<file path="src/rtl/sswc_pkg.sv">
// ----------------------------------------------------------------------------
// Sorted site window clusterer: package
// Shared widths, register indexes, reset values, codes and types.
// ----------------------------------------------------------------------------
package sswc_pkg;

	localparam int COUNT_WIDTH_DEF = 16;
	localparam int CHROM_WIDTH_DEF = 8;
	localparam int POS_WIDTH       = 32;
	localparam int WINDOW_WIDTH    = 20;
	localparam int THRESH_WIDTH    = 16;
	localparam int CFG_DATA_WIDTH  = 20;
	localparam int CFG_INDEX_WIDTH = 3;
	localparam int CLASS_WIDTH     = 2;

	// Per-site counts, kept as one array
	localparam int NUM_COUNTS      = 6;
	localparam int CNT_LEFT_CLIP   = 0;
	localparam int CNT_RIGHT_CLIP  = 1;
	localparam int CNT_LEFT_DISC   = 2;
	localparam int CNT_RIGHT_DISC  = 3;
	localparam int CNT_LEFT_POLYA  = 4;
	localparam int CNT_RIGHT_POLYA = 5;

	typedef logic [CFG_INDEX_WIDTH-1:0] cfg_index_t;

	localparam cfg_index_t REG_CLUSTER_WINDOW = 3'd0;
	localparam cfg_index_t REG_ENTRY_MIN_CLIP = 3'd1;
	localparam cfg_index_t REG_ENTRY_MIN_DISC = 3'd2;
	localparam cfg_index_t REG_KEEP_MIN_CLIP  = 3'd3;
	localparam cfg_index_t REG_KEEP_MIN_DISC  = 3'd4;

	localparam logic [WINDOW_WIDTH-1:0] CLUSTER_WINDOW_RST = 20'd100;
	localparam logic [THRESH_WIDTH-1:0] ENTRY_MIN_CLIP_RST = 16'd1;
	localparam logic [THRESH_WIDTH-1:0] ENTRY_MIN_DISC_RST = 16'd1;
	localparam logic [THRESH_WIDTH-1:0] KEEP_MIN_CLIP_RST  = 16'd2;
	localparam logic [THRESH_WIDTH-1:0] KEEP_MIN_DISC_RST  = 16'd1;

	localparam logic OP_SITE  = 1'b0;
	localparam logic OP_FLUSH = 1'b1;

	typedef logic [CLASS_WIDTH-1:0] support_class_t;

	localparam support_class_t CLASS_TWO_SIDE = 2'd0;
	localparam support_class_t CLASS_ONE_HALF = 2'd1;
	localparam support_class_t CLASS_ONE_SIDE = 2'd2;
	localparam support_class_t CLASS_OTHER    = 2'd3;

	typedef struct packed {
		logic [WINDOW_WIDTH-1:0] chain_window;
		logic [THRESH_WIDTH-1:0] entry_min_clip;
		logic [THRESH_WIDTH-1:0] entry_min_disc;
		logic [THRESH_WIDTH-1:0] keep_min_clip;
		logic [THRESH_WIDTH-1:0] keep_min_disc;
	} cfg_t;

endpackage

</file>
<file path="src/rtl/sswc_stream_if.sv">
// ----------------------------------------------------------------------------
// Sorted site window clusterer: stream interfaces
// Valid/ready channels for evidence sites in and cluster results out.
// ----------------------------------------------------------------------------
interface sswc_site_if
	import sswc_pkg::*;
#(
	parameter int COUNT_WIDTH = COUNT_WIDTH_DEF,
	parameter int CHROM_WIDTH = CHROM_WIDTH_DEF
) ();
	logic                   valid;
	logic                   ready;
	logic                   operation;
	logic [CHROM_WIDTH-1:0] chromosome;
	logic [POS_WIDTH-1:0]   position;
	logic [COUNT_WIDTH-1:0] left_clip;
	logic [COUNT_WIDTH-1:0] right_clip;
	logic [COUNT_WIDTH-1:0] left_disc;
	logic [COUNT_WIDTH-1:0] right_disc;
	logic [COUNT_WIDTH-1:0] polya_left;
	logic [COUNT_WIDTH-1:0] polya_right;

	modport source (
		output valid, operation, chromosome, position, left_clip, right_clip,
		       left_disc, right_disc, polya_left, polya_right,
		input  ready
	);
	modport sink (
		input  valid, operation, chromosome, position, left_clip, right_clip,
		       left_disc, right_disc, polya_left, polya_right,
		output ready
	);
endinterface

interface sswc_cluster_if
	import sswc_pkg::*;
#(
	parameter int COUNT_WIDTH = COUNT_WIDTH_DEF,
	parameter int CHROM_WIDTH = CHROM_WIDTH_DEF
) ();
	logic                   valid;
	logic                   ready;
	logic [CHROM_WIDTH-1:0] out_chromosome;
	logic [POS_WIDTH-1:0]   rep_position;
	logic [COUNT_WIDTH-1:0] left_clip_total;
	logic [COUNT_WIDTH-1:0] right_clip_total;
	logic [COUNT_WIDTH-1:0] left_disc_total;
	logic [COUNT_WIDTH-1:0] right_disc_total;
	logic [COUNT_WIDTH:0]   polya_total;
	logic [CLASS_WIDTH-1:0] support_class;

	modport source (
		output valid, out_chromosome, rep_position, left_clip_total,
		       right_clip_total, left_disc_total, right_disc_total,
		       polya_total, support_class,
		input  ready
	);
	modport sink (
		input  valid, out_chromosome, rep_position, left_clip_total,
		       right_clip_total, left_disc_total, right_disc_total,
		       polya_total, support_class,
		output ready
	);
endinterface

</file>
<file path="src/rtl/sswc_cfg_regs.sv">
// ----------------------------------------------------------------------------
// Sorted site window clusterer: configuration registers
// Write-only register file for the window and threshold settings.
// ----------------------------------------------------------------------------
module sswc_cfg_regs
	import sswc_pkg::*;
(
	input  logic                      clk,
	input  logic                      arst_n,
	input  logic                      wr_en,
	input  cfg_index_t                wr_index,
	input  logic [CFG_DATA_WIDTH-1:0] wr_data,
	output cfg_t                      cfg
);

	cfg_t cfg_q;

	always_ff @(posedge clk or negedge arst_n) begin
		if (!arst_n) begin
			cfg_q.chain_window   <= CLUSTER_WINDOW_RST;
			cfg_q.entry_min_clip <= ENTRY_MIN_CLIP_RST;
			cfg_q.entry_min_disc <= ENTRY_MIN_DISC_RST;
			cfg_q.keep_min_clip  <= KEEP_MIN_CLIP_RST;
			cfg_q.keep_min_disc  <= KEEP_MIN_DISC_RST;
		end else if (wr_en) begin
			case (wr_index)
				REG_CLUSTER_WINDOW: cfg_q.chain_window   <= wr_data[WINDOW_WIDTH-1:0];
				REG_ENTRY_MIN_CLIP: cfg_q.entry_min_clip <= wr_data[THRESH_WIDTH-1:0];
				REG_ENTRY_MIN_DISC: cfg_q.entry_min_disc <= wr_data[THRESH_WIDTH-1:0];
				REG_KEEP_MIN_CLIP:  cfg_q.keep_min_clip  <= wr_data[THRESH_WIDTH-1:0];
				REG_KEEP_MIN_DISC:  cfg_q.keep_min_disc  <= wr_data[THRESH_WIDTH-1:0];
				default: begin
					// drop writes to unmapped indexes
				end
			endcase
		end
	end

	assign cfg = cfg_q;

endmodule

</file>
<file path="src/rtl/sswc_site_stage.sv">
// ----------------------------------------------------------------------------
// Sorted site window clusterer: input stage
// Input register; adds the site's clip and discordant pairs on the way in,
// registering the admission flag and the evidence score.
// ----------------------------------------------------------------------------
module sswc_site_stage
	import sswc_pkg::*;
#(
	parameter int COUNT_WIDTH = COUNT_WIDTH_DEF,
	parameter int CHROM_WIDTH = CHROM_WIDTH_DEF
) (
	input  logic                   clk,
	input  logic                   arst_n,
	input  cfg_t                   cfg,
	input  logic                   in_valid,
	output logic                   in_ready,
	input  logic                   operation,
	input  logic [CHROM_WIDTH-1:0] chromosome,
	input  logic [POS_WIDTH-1:0]   position,
	input  logic [COUNT_WIDTH-1:0] cnt [NUM_COUNTS],
	input  logic                   advance,
	output logic                   valid_s1,
	output logic                   flush_s1,
	output logic                   admit_s1,
	output logic [CHROM_WIDTH-1:0] chrom_s1,
	output logic [POS_WIDTH-1:0]   pos_s1,
	output logic [COUNT_WIDTH-1:0] cnt_s1 [NUM_COUNTS],
	output logic [COUNT_WIDTH+1:0] evidence_s1
);

	localparam int PAIR_W = COUNT_WIDTH + 1;
	localparam int CMP_W  = (PAIR_W > THRESH_WIDTH) ? PAIR_W : THRESH_WIDTH;
	localparam int EV_W   = COUNT_WIDTH + 2;

	logic [PAIR_W-1:0] clip_pair;
	logic [PAIR_W-1:0] disc_pair;
	logic              admit;
	logic [EV_W-1:0]   evidence;

	assign clip_pair = {1'b0, cnt[CNT_LEFT_CLIP]} + {1'b0, cnt[CNT_RIGHT_CLIP]};
	assign disc_pair = {1'b0, cnt[CNT_LEFT_DISC]} + {1'b0, cnt[CNT_RIGHT_DISC]};
	assign admit     = (CMP_W'(clip_pair) >= CMP_W'(cfg.entry_min_clip)) ||
	                   (CMP_W'(disc_pair) >= CMP_W'(cfg.entry_min_disc));
	assign evidence  = EV_W'(clip_pair) + EV_W'(disc_pair);

	// take a new site whenever the stage is empty or its item moves on
	assign in_ready = !valid_s1 || advance;

	always_ff @(posedge clk or negedge arst_n) begin
		if (!arst_n) begin
			valid_s1 <= 1'b0;
		end else if (in_ready) begin
			valid_s1 <= in_valid;
		end
	end

	always_ff @(posedge clk) begin
		if (in_valid && in_ready) begin
			flush_s1    <= (operation == OP_FLUSH);
			admit_s1    <= admit;
			chrom_s1    <= chromosome;
			pos_s1      <= position;
			cnt_s1      <= cnt;
			evidence_s1 <= evidence;
		end
	end

endmodule

</file>
<file path="src/rtl/sswc_cluster_core.sv">
// ----------------------------------------------------------------------------
// Sorted site window clusterer: cluster core
// Open-cluster state, window chaining, saturating sums, best-site tracking,
// and the close/keep/classify logic feeding the result register.
// ----------------------------------------------------------------------------
module sswc_cluster_core
	import sswc_pkg::*;
#(
	parameter int COUNT_WIDTH = COUNT_WIDTH_DEF,
	parameter int CHROM_WIDTH = CHROM_WIDTH_DEF
) (
	input  logic                   clk,
	input  logic                   arst_n,
	input  cfg_t                   cfg,
	input  logic                   fire,
	input  logic                   flush_s1,
	input  logic                   admit_s1,
	input  logic [CHROM_WIDTH-1:0] chrom_s1,
	input  logic [POS_WIDTH-1:0]   pos_s1,
	input  logic [COUNT_WIDTH-1:0] cnt_s1 [NUM_COUNTS],
	input  logic [COUNT_WIDTH+1:0] evidence_s1,
	output logic                   res_valid,
	output logic [CHROM_WIDTH-1:0] res_chrom,
	output logic [POS_WIDTH-1:0]   res_position,
	output logic [COUNT_WIDTH-1:0] res_sum [NUM_COUNTS-2],
	output logic [COUNT_WIDTH:0]   res_polya,
	output support_class_t         res_class
);

	localparam int PAIR_W = COUNT_WIDTH + 1;
	localparam int CMP_W  = (PAIR_W > THRESH_WIDTH) ? PAIR_W : THRESH_WIDTH;
	localparam int EV_W   = COUNT_WIDTH + 2;

	function automatic logic [COUNT_WIDTH-1:0] sat_add(
		input logic [COUNT_WIDTH-1:0] a,
		input logic [COUNT_WIDTH-1:0] b
	);
		logic [COUNT_WIDTH:0] s;
		s = {1'b0, a} + {1'b0, b};
		return s[COUNT_WIDTH] ? '1 : s[COUNT_WIDTH-1:0];
	endfunction

	logic                   open_q;
	logic [CHROM_WIDTH-1:0] chrom_q;
	logic [POS_WIDTH-1:0]   last_pos_q;
	logic [POS_WIDTH-1:0]   best_pos_q;
	logic [EV_W-1:0]        best_ev_q;
	logic [COUNT_WIDTH-1:0] sum_q   [NUM_COUNTS];
	logic [COUNT_WIDTH-1:0] sum_sat [NUM_COUNTS];

	logic [POS_WIDTH:0]     gap;
	logic                   in_window;
	logic                   chain;
	logic                   do_close;
	logic [PAIR_W-1:0]      clip_tot;
	logic [PAIR_W-1:0]      disc_tot;
	logic                   keep;
	logic                   left_hit;
	logic                   right_hit;
	logic                   crossed;

	// borrow out of the gap means the position went backward
	assign gap       = {1'b0, pos_s1} - {1'b0, last_pos_q};
	assign in_window = !gap[POS_WIDTH] &&
	                   (gap[POS_WIDTH-1:0] <= POS_WIDTH'(cfg.chain_window));
	assign chain     = open_q && (chrom_s1 == chrom_q) && in_window;
	assign do_close  = flush_s1 || (admit_s1 && !chain);

	assign clip_tot = {1'b0, sum_q[CNT_LEFT_CLIP]} + {1'b0, sum_q[CNT_RIGHT_CLIP]};
	assign disc_tot = {1'b0, sum_q[CNT_LEFT_DISC]} + {1'b0, sum_q[CNT_RIGHT_DISC]};
	assign keep     = (CMP_W'(clip_tot) >= CMP_W'(cfg.keep_min_clip)) ||
	                  (CMP_W'(disc_tot) >= CMP_W'(cfg.keep_min_disc));

	assign res_valid = fire && do_close && open_q && keep;

	for (genvar i = 0; i < NUM_COUNTS; i++) begin : g_sum
		assign sum_sat[i] = sat_add(sum_q[i], cnt_s1[i]);
	end

	for (genvar i = 0; i < NUM_COUNTS - 2; i++) begin : g_res
		assign res_sum[i] = sum_q[i];
	end

	assign res_chrom    = chrom_q;
	assign res_position = best_pos_q;
	assign res_polya    = {1'b0, sum_q[CNT_LEFT_POLYA]} + {1'b0, sum_q[CNT_RIGHT_POLYA]};

	assign left_hit  = (|sum_q[CNT_LEFT_CLIP]) || (|sum_q[CNT_LEFT_DISC]);
	assign right_hit = (|sum_q[CNT_RIGHT_CLIP]) || (|sum_q[CNT_RIGHT_DISC]);
	assign crossed   = ((|sum_q[CNT_LEFT_CLIP]) && (|sum_q[CNT_RIGHT_DISC])) ||
	                   ((|sum_q[CNT_RIGHT_CLIP]) && (|sum_q[CNT_LEFT_DISC]));

	always_comb begin
		if (left_hit && right_hit) begin
			res_class = CLASS_TWO_SIDE;
		end else if (left_hit || right_hit) begin
			res_class = crossed ? CLASS_ONE_HALF : CLASS_ONE_SIDE;
		end else begin
			res_class = CLASS_OTHER;
		end
	end

	always_ff @(posedge clk or negedge arst_n) begin
		if (!arst_n) begin
			open_q <= 1'b0;
		end else if (fire) begin
			if (flush_s1) begin
				open_q <= 1'b0;
			end else if (admit_s1) begin
				open_q <= 1'b1;
			end
		end
	end

	always_ff @(posedge clk) begin
		if (fire && !flush_s1 && admit_s1) begin
			last_pos_q <= pos_s1;
			if (chain) begin
				sum_q <= sum_sat;
				if (evidence_s1 > best_ev_q) begin
					best_ev_q  <= evidence_s1;
					best_pos_q <= pos_s1;
				end
			end else begin
				chrom_q    <= chrom_s1;
				best_ev_q  <= evidence_s1;
				best_pos_q <= (evidence_s1 != '0) ? pos_s1 : '0;
				sum_q      <= cnt_s1;
			end
		end
	end

endmodule

</file>
<file path="src/rtl/sswc_result_reg.sv">
// ----------------------------------------------------------------------------
// Sorted site window clusterer: result register
// Holds one cluster result until the sink takes it.
// ----------------------------------------------------------------------------
module sswc_result_reg
	import sswc_pkg::*;
#(
	parameter int COUNT_WIDTH = COUNT_WIDTH_DEF,
	parameter int CHROM_WIDTH = CHROM_WIDTH_DEF
) (
	input  logic                   clk,
	input  logic                   arst_n,
	input  logic                   res_valid,
	input  logic [CHROM_WIDTH-1:0] res_chrom,
	input  logic [POS_WIDTH-1:0]   res_position,
	input  logic [COUNT_WIDTH-1:0] res_sum [NUM_COUNTS-2],
	input  logic [COUNT_WIDTH:0]   res_polya,
	input  support_class_t         res_class,
	output logic                   advance,
	output logic                   out_valid,
	input  logic                   out_ready,
	output logic [CHROM_WIDTH-1:0] out_chrom,
	output logic [POS_WIDTH-1:0]   out_position,
	output logic [COUNT_WIDTH-1:0] out_sum [NUM_COUNTS-2],
	output logic [COUNT_WIDTH:0]   out_polya,
	output support_class_t         out_class
);

	// room for a new result when empty or when the held one transfers now
	assign advance = !out_valid || out_ready;

	always_ff @(posedge clk or negedge arst_n) begin
		if (!arst_n) begin
			out_valid <= 1'b0;
		end else if (advance) begin
			out_valid <= res_valid;
		end
	end

	always_ff @(posedge clk) begin
		if (advance && res_valid) begin
			out_chrom    <= res_chrom;
			out_position <= res_position;
			out_sum      <= res_sum;
			out_polya    <= res_polya;
			out_class    <= res_class;
		end
	end

endmodule

</file>
<file path="src/rtl/sorted_site_window_clusterer_top.sv">
// ----------------------------------------------------------------------------
// Sorted site window clusterer: top level
// Gap-based single-linkage clustering of sorted evidence sites.
// ----------------------------------------------------------------------------
// The block takes one site or end-of-data marker per cycle, unless a stalled
// result holds it back, and returns a cluster result at most one per item. A
// transfer on the site channel is registered in the input stage; from there
// the cluster core folds it into the open cluster (one window compare, six
// saturating adds and a best evidence compare) and, when the item closes a
// cluster that passes the keep thresholds, loads the result register. A result
// therefore passes through the input stage and the result register on its way
// to the cluster channel. Sustained rate is one item per clock while the sink
// takes results, set by the cluster core updating its state for each item as
// it fires. Site ready drops only while a result sits untaken in the result
// register and the input stage is occupied. Write configuration only while
// the block is idle; writes to unmapped indexes are dropped.
module sorted_site_window_clusterer_top
	import sswc_pkg::*;
#(
	parameter int COUNT_WIDTH = COUNT_WIDTH_DEF,
	parameter int CHROM_WIDTH = CHROM_WIDTH_DEF
) (
	input  logic                      clk,
	input  logic                      arst_n,
	input  logic                      wr_en,
	input  cfg_index_t                wr_index,
	input  logic [CFG_DATA_WIDTH-1:0] wr_data,
	sswc_site_if.sink                 site,
	sswc_cluster_if.source            cluster
);

	cfg_t                   cfg;

	// site payload gathered into the count array
	logic [COUNT_WIDTH-1:0] site_cnt [NUM_COUNTS];

	// input stage
	logic                   valid_s1;
	logic                   flush_s1;
	logic                   admit_s1;
	logic [CHROM_WIDTH-1:0] chrom_s1;
	logic [POS_WIDTH-1:0]   pos_s1;
	logic [COUNT_WIDTH-1:0] cnt_s1 [NUM_COUNTS];
	logic [COUNT_WIDTH+1:0] evidence_s1;

	// core to result register
	logic                   advance;
	logic                   fire;
	logic                   res_valid;
	logic [CHROM_WIDTH-1:0] res_chrom;
	logic [POS_WIDTH-1:0]   res_position;
	logic [COUNT_WIDTH-1:0] res_sum [NUM_COUNTS-2];
	logic [COUNT_WIDTH:0]   res_polya;
	support_class_t         res_class;

	// result register outputs
	logic [COUNT_WIDTH-1:0] out_sum [NUM_COUNTS-2];
	support_class_t         out_class;

	assign site_cnt[CNT_LEFT_CLIP]   = site.left_clip;
	assign site_cnt[CNT_RIGHT_CLIP]  = site.right_clip;
	assign site_cnt[CNT_LEFT_DISC]   = site.left_disc;
	assign site_cnt[CNT_RIGHT_DISC]  = site.right_disc;
	assign site_cnt[CNT_LEFT_POLYA]  = site.polya_left;
	assign site_cnt[CNT_RIGHT_POLYA] = site.polya_right;

	sswc_cfg_regs u_cfg_regs (
		.clk      (clk),
		.arst_n   (arst_n),
		.wr_en    (wr_en),
		.wr_index (wr_index),
		.wr_data  (wr_data),
		.cfg      (cfg)
	);

	sswc_site_stage #(
		.COUNT_WIDTH (COUNT_WIDTH),
		.CHROM_WIDTH (CHROM_WIDTH)
	) u_site_stage (
		.clk         (clk),
		.arst_n      (arst_n),
		.cfg         (cfg),
		.in_valid    (site.valid),
		.in_ready    (site.ready),
		.operation   (site.operation),
		.chromosome  (site.chromosome),
		.position    (site.position),
		.cnt         (site_cnt),
		.advance     (advance),
		.valid_s1    (valid_s1),
		.flush_s1    (flush_s1),
		.admit_s1    (admit_s1),
		.chrom_s1    (chrom_s1),
		.pos_s1      (pos_s1),
		.cnt_s1      (cnt_s1),
		.evidence_s1 (evidence_s1)
	);

	// the staged item updates the cluster state when the result side has room
	assign fire = valid_s1 && advance;

	sswc_cluster_core #(
		.COUNT_WIDTH (COUNT_WIDTH),
		.CHROM_WIDTH (CHROM_WIDTH)
	) u_cluster_core (
		.clk          (clk),
		.arst_n       (arst_n),
		.cfg          (cfg),
		.fire         (fire),
		.flush_s1     (flush_s1),
		.admit_s1     (admit_s1),
		.chrom_s1     (chrom_s1),
		.pos_s1       (pos_s1),
		.cnt_s1       (cnt_s1),
		.evidence_s1  (evidence_s1),
		.res_valid    (res_valid),
		.res_chrom    (res_chrom),
		.res_position (res_position),
		.res_sum      (res_sum),
		.res_polya    (res_polya),
		.res_class    (res_class)
	);

	sswc_result_reg #(
		.COUNT_WIDTH (COUNT_WIDTH),
		.CHROM_WIDTH (CHROM_WIDTH)
	) u_result_reg (
		.clk          (clk),
		.arst_n       (arst_n),
		.res_valid    (res_valid),
		.res_chrom    (res_chrom),
		.res_position (res_position),
		.res_sum      (res_sum),
		.res_polya    (res_polya),
		.res_class    (res_class),
		.advance      (advance),
		.out_valid    (cluster.valid),
		.out_ready    (cluster.ready),
		.out_chrom    (cluster.out_chromosome),
		.out_position (cluster.rep_position),
		.out_sum      (out_sum),
		.out_polya    (cluster.polya_total),
		.out_class    (out_class)
	);

	assign cluster.left_clip_total  = out_sum[CNT_LEFT_CLIP];
	assign cluster.right_clip_total = out_sum[CNT_RIGHT_CLIP];
	assign cluster.left_disc_total  = out_sum[CNT_LEFT_DISC];
	assign cluster.right_disc_total = out_sum[CNT_RIGHT_DISC];
	assign cluster.support_class    = out_class;

endmodule

</file>
<file path="src/flat_wrapper.sv">
// flat-port wrapper written by rule: the top's interface ports become plain ports
module sorted_site_window_clusterer_top_flat import sswc_pkg::*;
#(
	parameter int COUNT_WIDTH = COUNT_WIDTH_DEF,
	parameter int CHROM_WIDTH = CHROM_WIDTH_DEF
)
  (clk, arst_n, wr_en, wr_index, wr_data, site_valid, site_operation, site_chromosome, site_position, site_left_clip, site_right_clip, site_left_disc, site_right_disc, site_polya_left, site_polya_right, site_ready, cluster_valid, cluster_out_chromosome, cluster_rep_position, cluster_left_clip_total, cluster_right_clip_total, cluster_left_disc_total, cluster_right_disc_total, cluster_polya_total, cluster_support_class, cluster_ready);
  sswc_site_if #(.COUNT_WIDTH(COUNT_WIDTH), .CHROM_WIDTH(CHROM_WIDTH)) site_i ();
  sswc_cluster_if #(.COUNT_WIDTH(COUNT_WIDTH), .CHROM_WIDTH(CHROM_WIDTH)) cluster_i ();
  input  logic clk;
  input  logic arst_n;
  input  logic wr_en;
  input  cfg_index_t wr_index;
  input  logic [CFG_DATA_WIDTH-1:0] wr_data;
  input wire logic [$bits(site_i.valid)-1:0] site_valid;
  input wire logic [$bits(site_i.operation)-1:0] site_operation;
  input wire logic [$bits(site_i.chromosome)-1:0] site_chromosome;
  input wire logic [$bits(site_i.position)-1:0] site_position;
  input wire logic [$bits(site_i.left_clip)-1:0] site_left_clip;
  input wire logic [$bits(site_i.right_clip)-1:0] site_right_clip;
  input wire logic [$bits(site_i.left_disc)-1:0] site_left_disc;
  input wire logic [$bits(site_i.right_disc)-1:0] site_right_disc;
  input wire logic [$bits(site_i.polya_left)-1:0] site_polya_left;
  input wire logic [$bits(site_i.polya_right)-1:0] site_polya_right;
  output wire logic [$bits(site_i.ready)-1:0] site_ready;
  output wire logic [$bits(cluster_i.valid)-1:0] cluster_valid;
  output wire logic [$bits(cluster_i.out_chromosome)-1:0] cluster_out_chromosome;
  output wire logic [$bits(cluster_i.rep_position)-1:0] cluster_rep_position;
  output wire logic [$bits(cluster_i.left_clip_total)-1:0] cluster_left_clip_total;
  output wire logic [$bits(cluster_i.right_clip_total)-1:0] cluster_right_clip_total;
  output wire logic [$bits(cluster_i.left_disc_total)-1:0] cluster_left_disc_total;
  output wire logic [$bits(cluster_i.right_disc_total)-1:0] cluster_right_disc_total;
  output wire logic [$bits(cluster_i.polya_total)-1:0] cluster_polya_total;
  output wire logic [$bits(cluster_i.support_class)-1:0] cluster_support_class;
  input wire logic [$bits(cluster_i.ready)-1:0] cluster_ready;
  assign site_i.valid = site_valid;
  assign site_i.operation = site_operation;
  assign site_i.chromosome = site_chromosome;
  assign site_i.position = site_position;
  assign site_i.left_clip = site_left_clip;
  assign site_i.right_clip = site_right_clip;
  assign site_i.left_disc = site_left_disc;
  assign site_i.right_disc = site_right_disc;
  assign site_i.polya_left = site_polya_left;
  assign site_i.polya_right = site_polya_right;
  assign site_ready = site_i.ready;
  assign cluster_valid = cluster_i.valid;
  assign cluster_out_chromosome = cluster_i.out_chromosome;
  assign cluster_rep_position = cluster_i.rep_position;
  assign cluster_left_clip_total = cluster_i.left_clip_total;
  assign cluster_right_clip_total = cluster_i.right_clip_total;
  assign cluster_left_disc_total = cluster_i.left_disc_total;
  assign cluster_right_disc_total = cluster_i.right_disc_total;
  assign cluster_polya_total = cluster_i.polya_total;
  assign cluster_support_class = cluster_i.support_class;
  assign cluster_i.ready = cluster_ready;
  sorted_site_window_clusterer_top #(.COUNT_WIDTH(COUNT_WIDTH), .CHROM_WIDTH(CHROM_WIDTH)) u_core (.clk(clk), .arst_n(arst_n), .wr_en(wr_en), .wr_index(wr_index), .wr_data(wr_data), .site(site_i), .cluster(cluster_i));
endmodule
</file>
<file path="config.mk">
export PLATFORM = sky130hd
export DESIGN_NAME = sorted_site_window_clusterer_top_flat
export DESIGN_NICKNAME = d
export VERILOG_FILES = /design/src/rtl/sswc_pkg.sv /design/src/rtl/sswc_stream_if.sv /design/src/rtl/sswc_cfg_regs.sv /design/src/rtl/sswc_site_stage.sv /design/src/rtl/sswc_cluster_core.sv /design/src/rtl/sswc_result_reg.sv /design/src/rtl/sorted_site_window_clusterer_top.sv /design/src/flat_wrapper.sv
export SDC_FILE = /design/constraint.sdc
export NUM_CORES = 1
export LEC_CHECK = 0
export ABC_AREA = 1
export BUFFER_PORTS_ARGS = -buffer_cell sky130_fd_sc_hd__buf_2
export CAP_MARGIN = 25
export CORE_ASPECT_RATIO = 0.9
export CORE_MARGIN = 2
export CORE_UTILIZATION = 49
export DETAILED_ROUTE_END_ITERATION = 8
export PLACE_DENSITY = 0.68
export SLEW_MARGIN = 0
export SYNTH_ARGS = -nofsm -noshare
export SYNTH_HDL_FRONTEND = slang
export SYNTH_HIERARCHICAL = 1
export SYNTH_SLANG_ARGS = --single-unit
</file>
<file path="constraint.sdc">
create_clock -name clk -period 20.5 [get_ports clk]
set_input_delay 3.075 -clock clk [delete_from_list [all_inputs] [get_ports clk]]
set_output_delay 3.075 -clock clk [all_outputs]
set_load 0.005 [all_outputs]
</file>
Word-level counts from Yosys, hierarchy flattened:

Index checks and enable logic that the tools add are counted.

* add/subtract/negate cells: 13
* $lt $le $gt $ge: 6
* equality and inequality tests: 6
* mux-type cells: 16
* bitwise logic cells: 1
* reductions and logical operators: 44

Operators with widths (count)
* adder 16 x 16 -> 17 bit: 11
* 2-to-1 mux 16 bit: 6
* 2-to-1 mux 32 bit: 3
* 2-to-1 mux 96 bit: 1
* greater-or-equal comparator 17 x 16 -> 1 bit: 4
* OR reduction 16 bit: 4
* 2-to-1 mux 18 bit: 2
* subtractor 32 x 32 -> 33 bit: 1
* less-or-equal comparator 32 x 20 -> 1 bit: 1
* adder 17 x 17 -> 18 bit: 1
* greater-than comparator 18 bit: 1
* nonzero test 18 bit: 1
* AND reduction 2 bit: 8
* logical AND 1 bit: 15
* logical OR 1 bit: 9
* equality test 8 bit: 1
* equality test 3 x 2 -> 1 bit, second input constant: 2
* logical NOT 1 bit: 5
* 2-to-1 mux 2 bit: 2
* equality test 3 x 1 -> 1 bit, second input constant: 1
* equality test 3 bit, second input constant: 1
* logical NOT 3 bit: 1
* 2-to-1 mux 1 bit: 2
* != test 2 x 1 -> 1 bit, second input constant: 1
* 2 further kinds: 2

* register bits: 552

Logic depth before layout (Yosys ltp):

Gate-level depths: netlist of the first run.

* word-level depth: 11
* mapped depth: 27
* depth with buffers taken out: 26

By module:

Netlist of the first run, hierarchy kept.

Modules (own cells, without submodules)
* sswc_cluster_core: instances 1, cells each 2648, area an instance 19299.8 µm², seq. area each 5610.4 µm²
* sswc_site_stage: instances 1, cells each 664, area an instance 7865.0 µm², seq. area each 4709.5 µm²
* sswc_result_reg: instances 1, cells each 129, area an instance 3738.6 µm², seq. area each 3718.6 µm²
* sswc_cfg_regs: instances 1, cells each 375, area an instance 3422.0 µm², seq. area each 2110.8 µm²
* sorted_site_window_clusterer_top: instances 1, cells each 2, area an instance 7.5 µm², seq. area each 0.0 µm²

Worst setup path after synthesis of the first run:

Ideal clock, no wire load.

* kind: input to register
* start point: input port cluster_ready
* end point: register u_core.u_cluster_core.best_ev_q[0] (enable)
* data arrival time: 13.073 ns
* data required time: 19.973 ns
* setup slack: 6.900 ns
* stages on the path: 8
* cell sequence: inv_1 nand2_1 nand2_1 inv_1 o21ai_0 nor2_1 o21ai_0 o21ai_0

* longest elaborated chain between the ends: 5

RTL lines
* from (decl): line flat_wrapper.sv:35 `input wire logic [$bits(cluster_i.ready)-1:0] cluster_ready;`
* logical OR 1 bit: line sswc_result_reg.sv:30 `assign advance = !out_valid || out_ready;`
* named net u_core.advance: line sorted_site_window_clusterer_top.sv:47 `logic advance;`
* logical AND 1 bit: line sorted_site_window_clusterer_top.sv:100 `assign fire = valid_s1 && advance;`
* named net u_core.fire: line sorted_site_window_clusterer_top.sv:48 `logic fire;`
* logical AND 1 bit (2 in series): line sswc_cluster_core.sv:116 `if (fire && !flush_s1 && admit_s1) begin`
* AND reduction 2 bit (no line)
* to (signal assigned): line sswc_cluster_core.sv:121 `best_ev_q <= evidence_s1;`
* to (signal assigned): line sswc_cluster_core.sv:126 `best_ev_q <= evidence_s1;`
* to (decl): line sswc_cluster_core.sv:47 `logic [EV_W-1:0] best_ev_q;`

The timed path passes the listed nets, and every way through them passes these cells.
A chain may end at the register's enable or synchronous reset.

Worst setup path in the final report of the first run:

* start point: input port cluster_ready
* end point: output port site_ready

* longest elaborated chain between the ends: 2

RTL lines
* logical OR 1 bit: line sswc_result_reg.sv:30
* named net u_core.advance: line sorted_site_window_clusterer_top.sv:47
* logical OR 1 bit: line sswc_site_stage.sv:47 `assign in_ready = !valid_s1 || advance;`
* to (decl): line flat_wrapper.sv:25 `output wire logic [$bits(site_i.ready)-1:0] site_ready;`

The timed path passes the listed nets, and every way through them passes these cells.

==> results.ini, run 1 <==
[critical_path]
path_depth=6
crit_fanout=3
start_kind=input pin
crit_family=buffers and inverters
crit_required_ns=17.43
worstPathArrival_ns=3.69
cp_num_buf_inv=4
path_cells=buf_2 > inv_1 > nand2_1 > inv_1 > nand2_1 > buf_2
slowest_delay_ns=0.13
r2r_cells=25
crit_slowest_cell=buf_2
worst_setup_path_end_kind=output port
critical_path_class=input pin to output port

[timing]
setup_ws_ns=13.73
relSlewSlack=0.384
setup_viol=0
hold_viol_final=0
clock.fmax_mhz=148
post-route-period-util=0.330
skew_ns=0.0303
drv_slew=0
setup_tns_ns=0
rsz0062_at_grt=false
period_needed_ns=6.77
worst_slew_pin_slew_ns=0.924

[power]
pwr-share-seq=0.412
irDropWorstVdd_mv=0.0657
comb_power_share=0.294
p_int_w=0.00248
power_switching_w=0.00124
swShare=0.334
clkPwrFrac=0.293
p_per_area_nw_per_um2=97.2
power.leakage_nw=18.5

[yosys]
synthArstFlopShare=0.158
synth_top_cells_by_count=nand2_1, inv_1, edfxtp_1
syn_area_um2=34300
synth_seq_cells=552
synth_top_area_frac=0.407
ys_warn_count=6
synthFlopType=edfxtp_1
yosysTopAreaCell=edfxtp_1
syn_nets=4323
synth_area_leaders=edfxtp_1, ha_1, nand2_1
synth.most_common_cell=nand2_1
ys_types=61
syn_avg_cell_area_um2=8.99
yosysSeqAreaShare=0.470
synth_cells=3818
synth_edf_count=465

[cells_and_area]
instances_no_fill=5066
syn_to_final_growth_pct=11.5
final_core_util=0.550
drive_above_1_share=0.114
nFillCells=6310
nNetsFinal=4579

[cts]
cts_num_sinks=552
cts.repair.resized=0
clock_latency_ns=0.64
cts_tree=built
clock_path_buffers=3
path_clk_slew_ns=0.06
cts-buffers-inserted=57
htreeDepth=2
post_cts_buffers=0
cts_root_buffer=clkbuf_16
ctsHoldBuffers=0

[min_path]
hold_class=flop to flop
holdPathStages=0

[floorplanning]
die_h_um=255
start_util=0.493
io_pins=290
fp.dieW_um=283
core-area_um2=69600
fp-row-count=92
dieArea_um2=72200

[place]
pre_cts_slack_ns=13.73
dp.final_hpwl_um=68000
post-place-cells=4953
gp_congestion=1.01
portBuffers=289

[grt]
grt_usage=0.239
grt_overflow_total=0
first_global_vias=24300
grt_pass1_wl_um=135000
antenna_found_initial=10
grt_max_degree=145

[drt]
avgViaCountPerCell=5.23
postRouteAntennaNets=0
vias=26500
routed_wl_um=88900
wl_per_cell_um=17.5
drtPass1Iterations=6
drc=0
initialDrtViolationCount=2276

[run_status]
run_status=complete, no violations

[run]
max_cap_viol_count=0

power by group through the flow:
| stage | logic [W] | clock network [W] | registers (W) |
|---|---|---|---|
| floorplan | 0.000782 | 0 | 0.00155 |
| global placement | 0.00105 | 0 | 0.00156 |
| detailed placement | 0.00108 | 0 | 0.00156 |
| CTS | 0.00108 | 0.00112 | 0.00154 |
| global route | 0.00125 | 0.00116 | 0.00155 |
| finish | 0.00110 | 0.00109 | 0.00154 |
stage by stage:
stage               hold slack (ns)  cell area (um^2)  power, W
floorplan                     0.400             34300   0.00233
detailed placement            0.406             36300   0.00263
global placement              0.402             36300   0.00261
finish                        0.418             38300   0.00372
CTS                           0.418             38200   0.00374
global route                  0.426             38300   0.00396
worst reg2reg max path: stages (launching register included):
cell and delay, ns:
edfxtp_1 0.48, ha_1 0.27, fa_1 0.40, a21oi_1 0.15
o21bai_1 0.13, a21oi_1 0.23, nor2_1 0.06, a21boi_0 0.26
o21ai_0 0.21, nand2_1 0.10, nand2_1 0.06, xor2_1 0.17
ha_1 0.30, nand2_1 0.08, nor4_1 0.26, nand4_1 0.13
nand3_1 0.13, nand2_1 0.06, nand2_1 0.05, nor2_1 0.04
nand3_1 0.19, nand2_1 0.08, a21oi_1 0.15, inv_1 0.10
a21oi_4 0.49, buf_4 0.76
final timing paths:
kind                                                              from                                   end  slack, ns
worst max-delay path                                     cluster_ready                            site_ready      13.73
worst min-delay path            u_core/u_cluster_core/res_position[25]  u_core/u_result_reg/out_position[25]       0.42
worst max register to register        u_core/u_cluster_core/res_sum[0]       u_core/u_result_reg/out_sum[28]      14.63
worst min register to register  u_core/u_cluster_core/res_position[25]  u_core/u_result_reg/out_position[25]       0.42
max in group asynchronous                                       arst_n             u_core/u_cfg_regs/cfg[32]      17.31
min in group asynchronous                                       arst_n             u_core/u_cfg_regs/cfg[52]       2.28
kinds of logic after synthesis:
family,Yosys count,synth area share
flops,552,0.470
buf+inv,786,0.0996
compound gates,615,0.101
xor+xnor,129,0.0329
simple gates,1396,0.169
fa+ha+maj,340,0.127
sequential cells by signal (all words and copies together), names as in the netlist, 2 cells and up:
| signal | flops |
|---|---|
| u_core/u_site_stage/pos_s1 | 32 |
| u_core/u_result_reg/out_class | 2 |
| u_core/u_site_stage/cnt_s1 | 96 |
| u_core/u_cluster_core/res_chrom | 8 |
| u_core/u_cluster_core/res_position | 32 |
| u_core/u_cluster_core/sum_q | 32 |
| u_core/u_cfg_regs/cfg | 84 |
| u_core/u_cluster_core/best_ev_q | 18 |
| u_core/u_result_reg/out_polya | 17 |
| u_core/u_site_stage/evidence_s1 | 18 |
| u_core/u_result_reg/out_position | 32 |
| u_core/u_result_reg/out_chrom | 8 |
| u_core/u_site_stage/chrom_s1 | 8 |
| u_core/u_result_reg/out_sum | 64 |
| u_core/u_cluster_core/res_sum | 64 |
| u_core/u_cluster_core/last_pos_q | 32 |
layout make-up:
cell class,instances,area [um^2],share of cell area
Timing Repair Buffer,306,1630,0.0425
Clock inverter,37,420,0.0110
Clock buffer,67,1540,0.0403
Sequential cell,552,16100,0.422
Tap cell,940,1180,0.0307
Multi-Input combinational cell,2480,14800,0.387
Antenna cell,7,17.5,0.000457
Inverter,677,2540,0.0664
layer usage:
layer,part of all wire,GRT usage
met5,0.00047,0
met4,0.023,0.0669
met3,0.071,0.0348
met2,0.44,0.377
met1,0.46,0.345
cells in the final DEF (no fill, tap or decap), types with 8 or more instances in the layout:
| master | netlist | routed |
|---|---|---|
| nand3b_1 | 10 | 10 |
| edfxtp_1 | 465 | 465 |
| o21ai_0 | 134 | 133 |
| or2_2 | 17 | 17 |
| nand4_1 | 30 | 30 |
| fa_1 | 13 | 13 |
| clkinv_2 | 0 | 16 |
| nand3_1 | 159 | 159 |
| o21a_1 | 8 | 8 |
| bufinv_16 | 0 | 8 |
| o21ai_1 | 88 | 88 |
| xnor2_1 | 46 | 46 |
| ha_1 | 327 | 327 |
| buf_4 | 75 | 15 |
| xor2_1 | 83 | 83 |
| a21oi_1 | 254 | 252 |
| o211ai_1 | 14 | 14 |
| nand2_1 | 878 | 878 |
| nor2_1 | 224 | 222 |
| clkinv_1 | 7 | 12 |
| nor4_1 | 23 | 23 |
| dfrtp_1 | 80 | 80 |
| buf_2 | 5 | 288 |
| a21boi_0 | 11 | 11 |
| nor3_1 | 30 | 30 |
| o21bai_1 | 12 | 12 |
| clkbuf_16 | 0 | 60 |
| inv_1 | 664 | 664 |
| a21o_1 | 22 | 22 |
| a31oi_1 | 19 | 19 |
Power figures use the tool's default switching activity.
==> run 2, diff against run 1 <==
- clock period: 20.5 -> 6.39 ns (I/O delays scaled with it)
==> run 2 against run 1 <==
Against the previous run:
- sequential share of layout area shrank 0.12 points
- clock skew shrank 0.0047 ns
- worst hold slack lost 0.17 ns
- combinational power grew to 3.2 times the previous value
- critical path type is now flop to flop
- highest routed layer unchanged
==> results.ini, run 2 (synthesis results as in run 1) <==
[cts]
cts.repair.resized=0
clock_latency_ns=0.63
ctsHoldBuffers=0
cts_num_sinks=552
post_cts_buffers=0
cts_root_buffer=clkbuf_16
clock_path_buffers=3
htreeDepth=2
cts_tree=built
cts-buffers-inserted=60
path_clk_slew_ns=0.06

[power]
power_switching_w=0.00401
comb_power_share=0.295
clkPwrFrac=0.298
swShare=0.333
irDropWorstVdd_mv=0.249
finalPower_w=0.0120
pwr-share-seq=0.408
p_int_w=0.00803
p_per_area_nw_per_um2=314
power.leakage_nw=18.5

[timing]
skew_ns=0.0256
drv_slew=0
hold_viol_final=0
period_needed_ns=5.26
setup_ws_ns=1.13
post-route-period-util=0.824
relSlewSlack=0.353
rsz0062_at_grt=false
setup_viol=0
clock.fmax_mhz=190
worst_slew_pin_slew_ns=0.971

[critical_path]
crit_required_ns=6.63
start_kind=flop
critical_path_class=flop to flop
crit_fanout=48
worst_setup_path_end_kind=flop
worstPathArrival_ns=5.51

[drt]
postRouteAntennaNets=0
wl_met2_um=39500
m1WireLength_um=41600
drtPass1Iterations=6
routed-wl-met3_um=6140
routed_wl_um=89000
avgViaCountPerCell=5.18
drc=0
vias=26300
initialDrtViolationCount=2302
highest_layer=met5
wl_per_cell_um=17.5

[grt]
first_global_vias=24400
grt_overflow_total=0
grt_usage=0.242
antenna_found_initial=6
grt_max_degree=85
grt_pass1_wl_um=137000

[place]
pre_cts_slack_ns=1.18
portBuffers=289
gp_congestion=0.966
dp.final_hpwl_um=68400

[run_status]
run_status=complete, no violations

[cells_and_area]
nNetsFinal=4584
largest_reg_flops=96
drive_above_1_share=0.115
final_cell_mix=nand2_1, inv_1, edfxtp_1
syn_to_final_growth_pct=11.8
final_common_cell=nand2_1
regMostFlops=u_core/u_site_stage/cnt_s1

[floorplanning]
fp.dieW_um=283
dieArea_um2=72200
fp-row-count=92
core-area_um2=69600
start_util=0.493
die_h_um=255
io_pins=290

[run]
max_cap_viol_count=0

[min_path]
hold_class=input pin to async pin

==> run 2: layout make-up <==
| class | instances | area (um^2) |
|---|---|---|
| multi-input cells | 2480 | 14800 |
| flip-flops and latches | 552 | 16100 |
| clock inverters | 26 | 280 |
| clock buffers | 88 | 1760 |
| repair buffers | 308 | 1660 |
| inverters | 677 | 2540 |
| diodes | 4 | 10.0 |
| well taps | 940 | 1180 |
| fillers | 6312 | 31200 |
==> run 2: per-stage QoR <==
| stage | hold WS [ns] | util | area [um^2] | TNS [ns] | instances |
|---|---|---|---|---|---|
| after floorplan | 0.400 | - | 34400 | -0.267 | 3818 |
| after global placement | 0.402 | 0.521 | 36300 | 0 | 4955 |
| after detailed placement | 0.405 | 0.522 | 36300 | 0 | 4957 |
| after CTS | 0.219 | 0.551 | 38400 | 0 | 5071 |
| after global routing | 0.239 | 0.551 | 38400 | 0 | 5074 |
| final | 0.251 | 0.551 | 38400 | 0 | 5075 |
==> run 2: routing by layer <==
metal  vias up  GRT usage
li1      13200          -
met1     12100      0.349
met2       818      0.385
met3       109     0.0377
met4         2     0.0568
met5         -          0
==> run 2: power groups by stage <==
| stage | logic (W) | clock network [W] | registers [W] |
|---|---|---|---|
| 4_1_cts | 0.00352 | 0.00366 | 0.00492 |
| 6_report | 0.00355 | 0.00358 | 0.00491 |
| 3_3_place_gp | 0.00343 | 0 | 0.00498 |
| 5_1_grt | 0.00404 | 0.00380 | 0.00497 |
| 2_1_floorplan | 0.00251 | 0 | 0.00492 |
| 3_5_place_dp | 0.00350 | 0 | 0.00499 |
==> run 2: worst max-delay path, stage by stage (launching register included) <==
cell      delay, ns
edfxtp_1       0.45
ha_1           0.27
fa_1           0.40
a21oi_1        0.26
o21bai_1       0.16
a21oi_1        0.23
nor2_1         0.07
a21boi_0       0.26
o21ai_0        0.21
nand2_1        0.10
nand2_1        0.06
xor2_1         0.15
ha_1           0.30
nand2_1        0.08
nor4_1         0.26
nand4_1        0.11
nand3_1        0.10
nand2_1        0.06
nand2_1        0.05
nor2_1         0.04
nand3_1        0.14
nand2_1        0.07
a21oi_1        0.12
inv_1          0.09
a21oi_4        0.15
buf_4          0.56
==> run 2: final timing paths <==
kind | startpoint | to | slack (ns) | depth (start not counted)
max in group asynchronous | arst_n | u_core/u_cfg_regs/cfg[49] | 4.99 | 2
hold reg to reg | u_core/u_cluster_core/res_position[11] | u_core/u_result_reg/out_position[11] | 0.41 | 0
setup / recovery | u_core/u_cluster_core/res_sum[0] | u_core/u_result_reg/out_position[5] | 1.13 | 25
setup reg to reg | u_core/u_cluster_core/res_sum[0] | u_core/u_result_reg/out_position[5] | 1.13 | 25
hold / removal | arst_n | u_core/u_cfg_regs/cfg[74] | 0.25 | 1
min in group clk | u_core/u_cluster_core/res_position[11] | u_core/u_result_reg/out_position[11] | 0.41 | 0
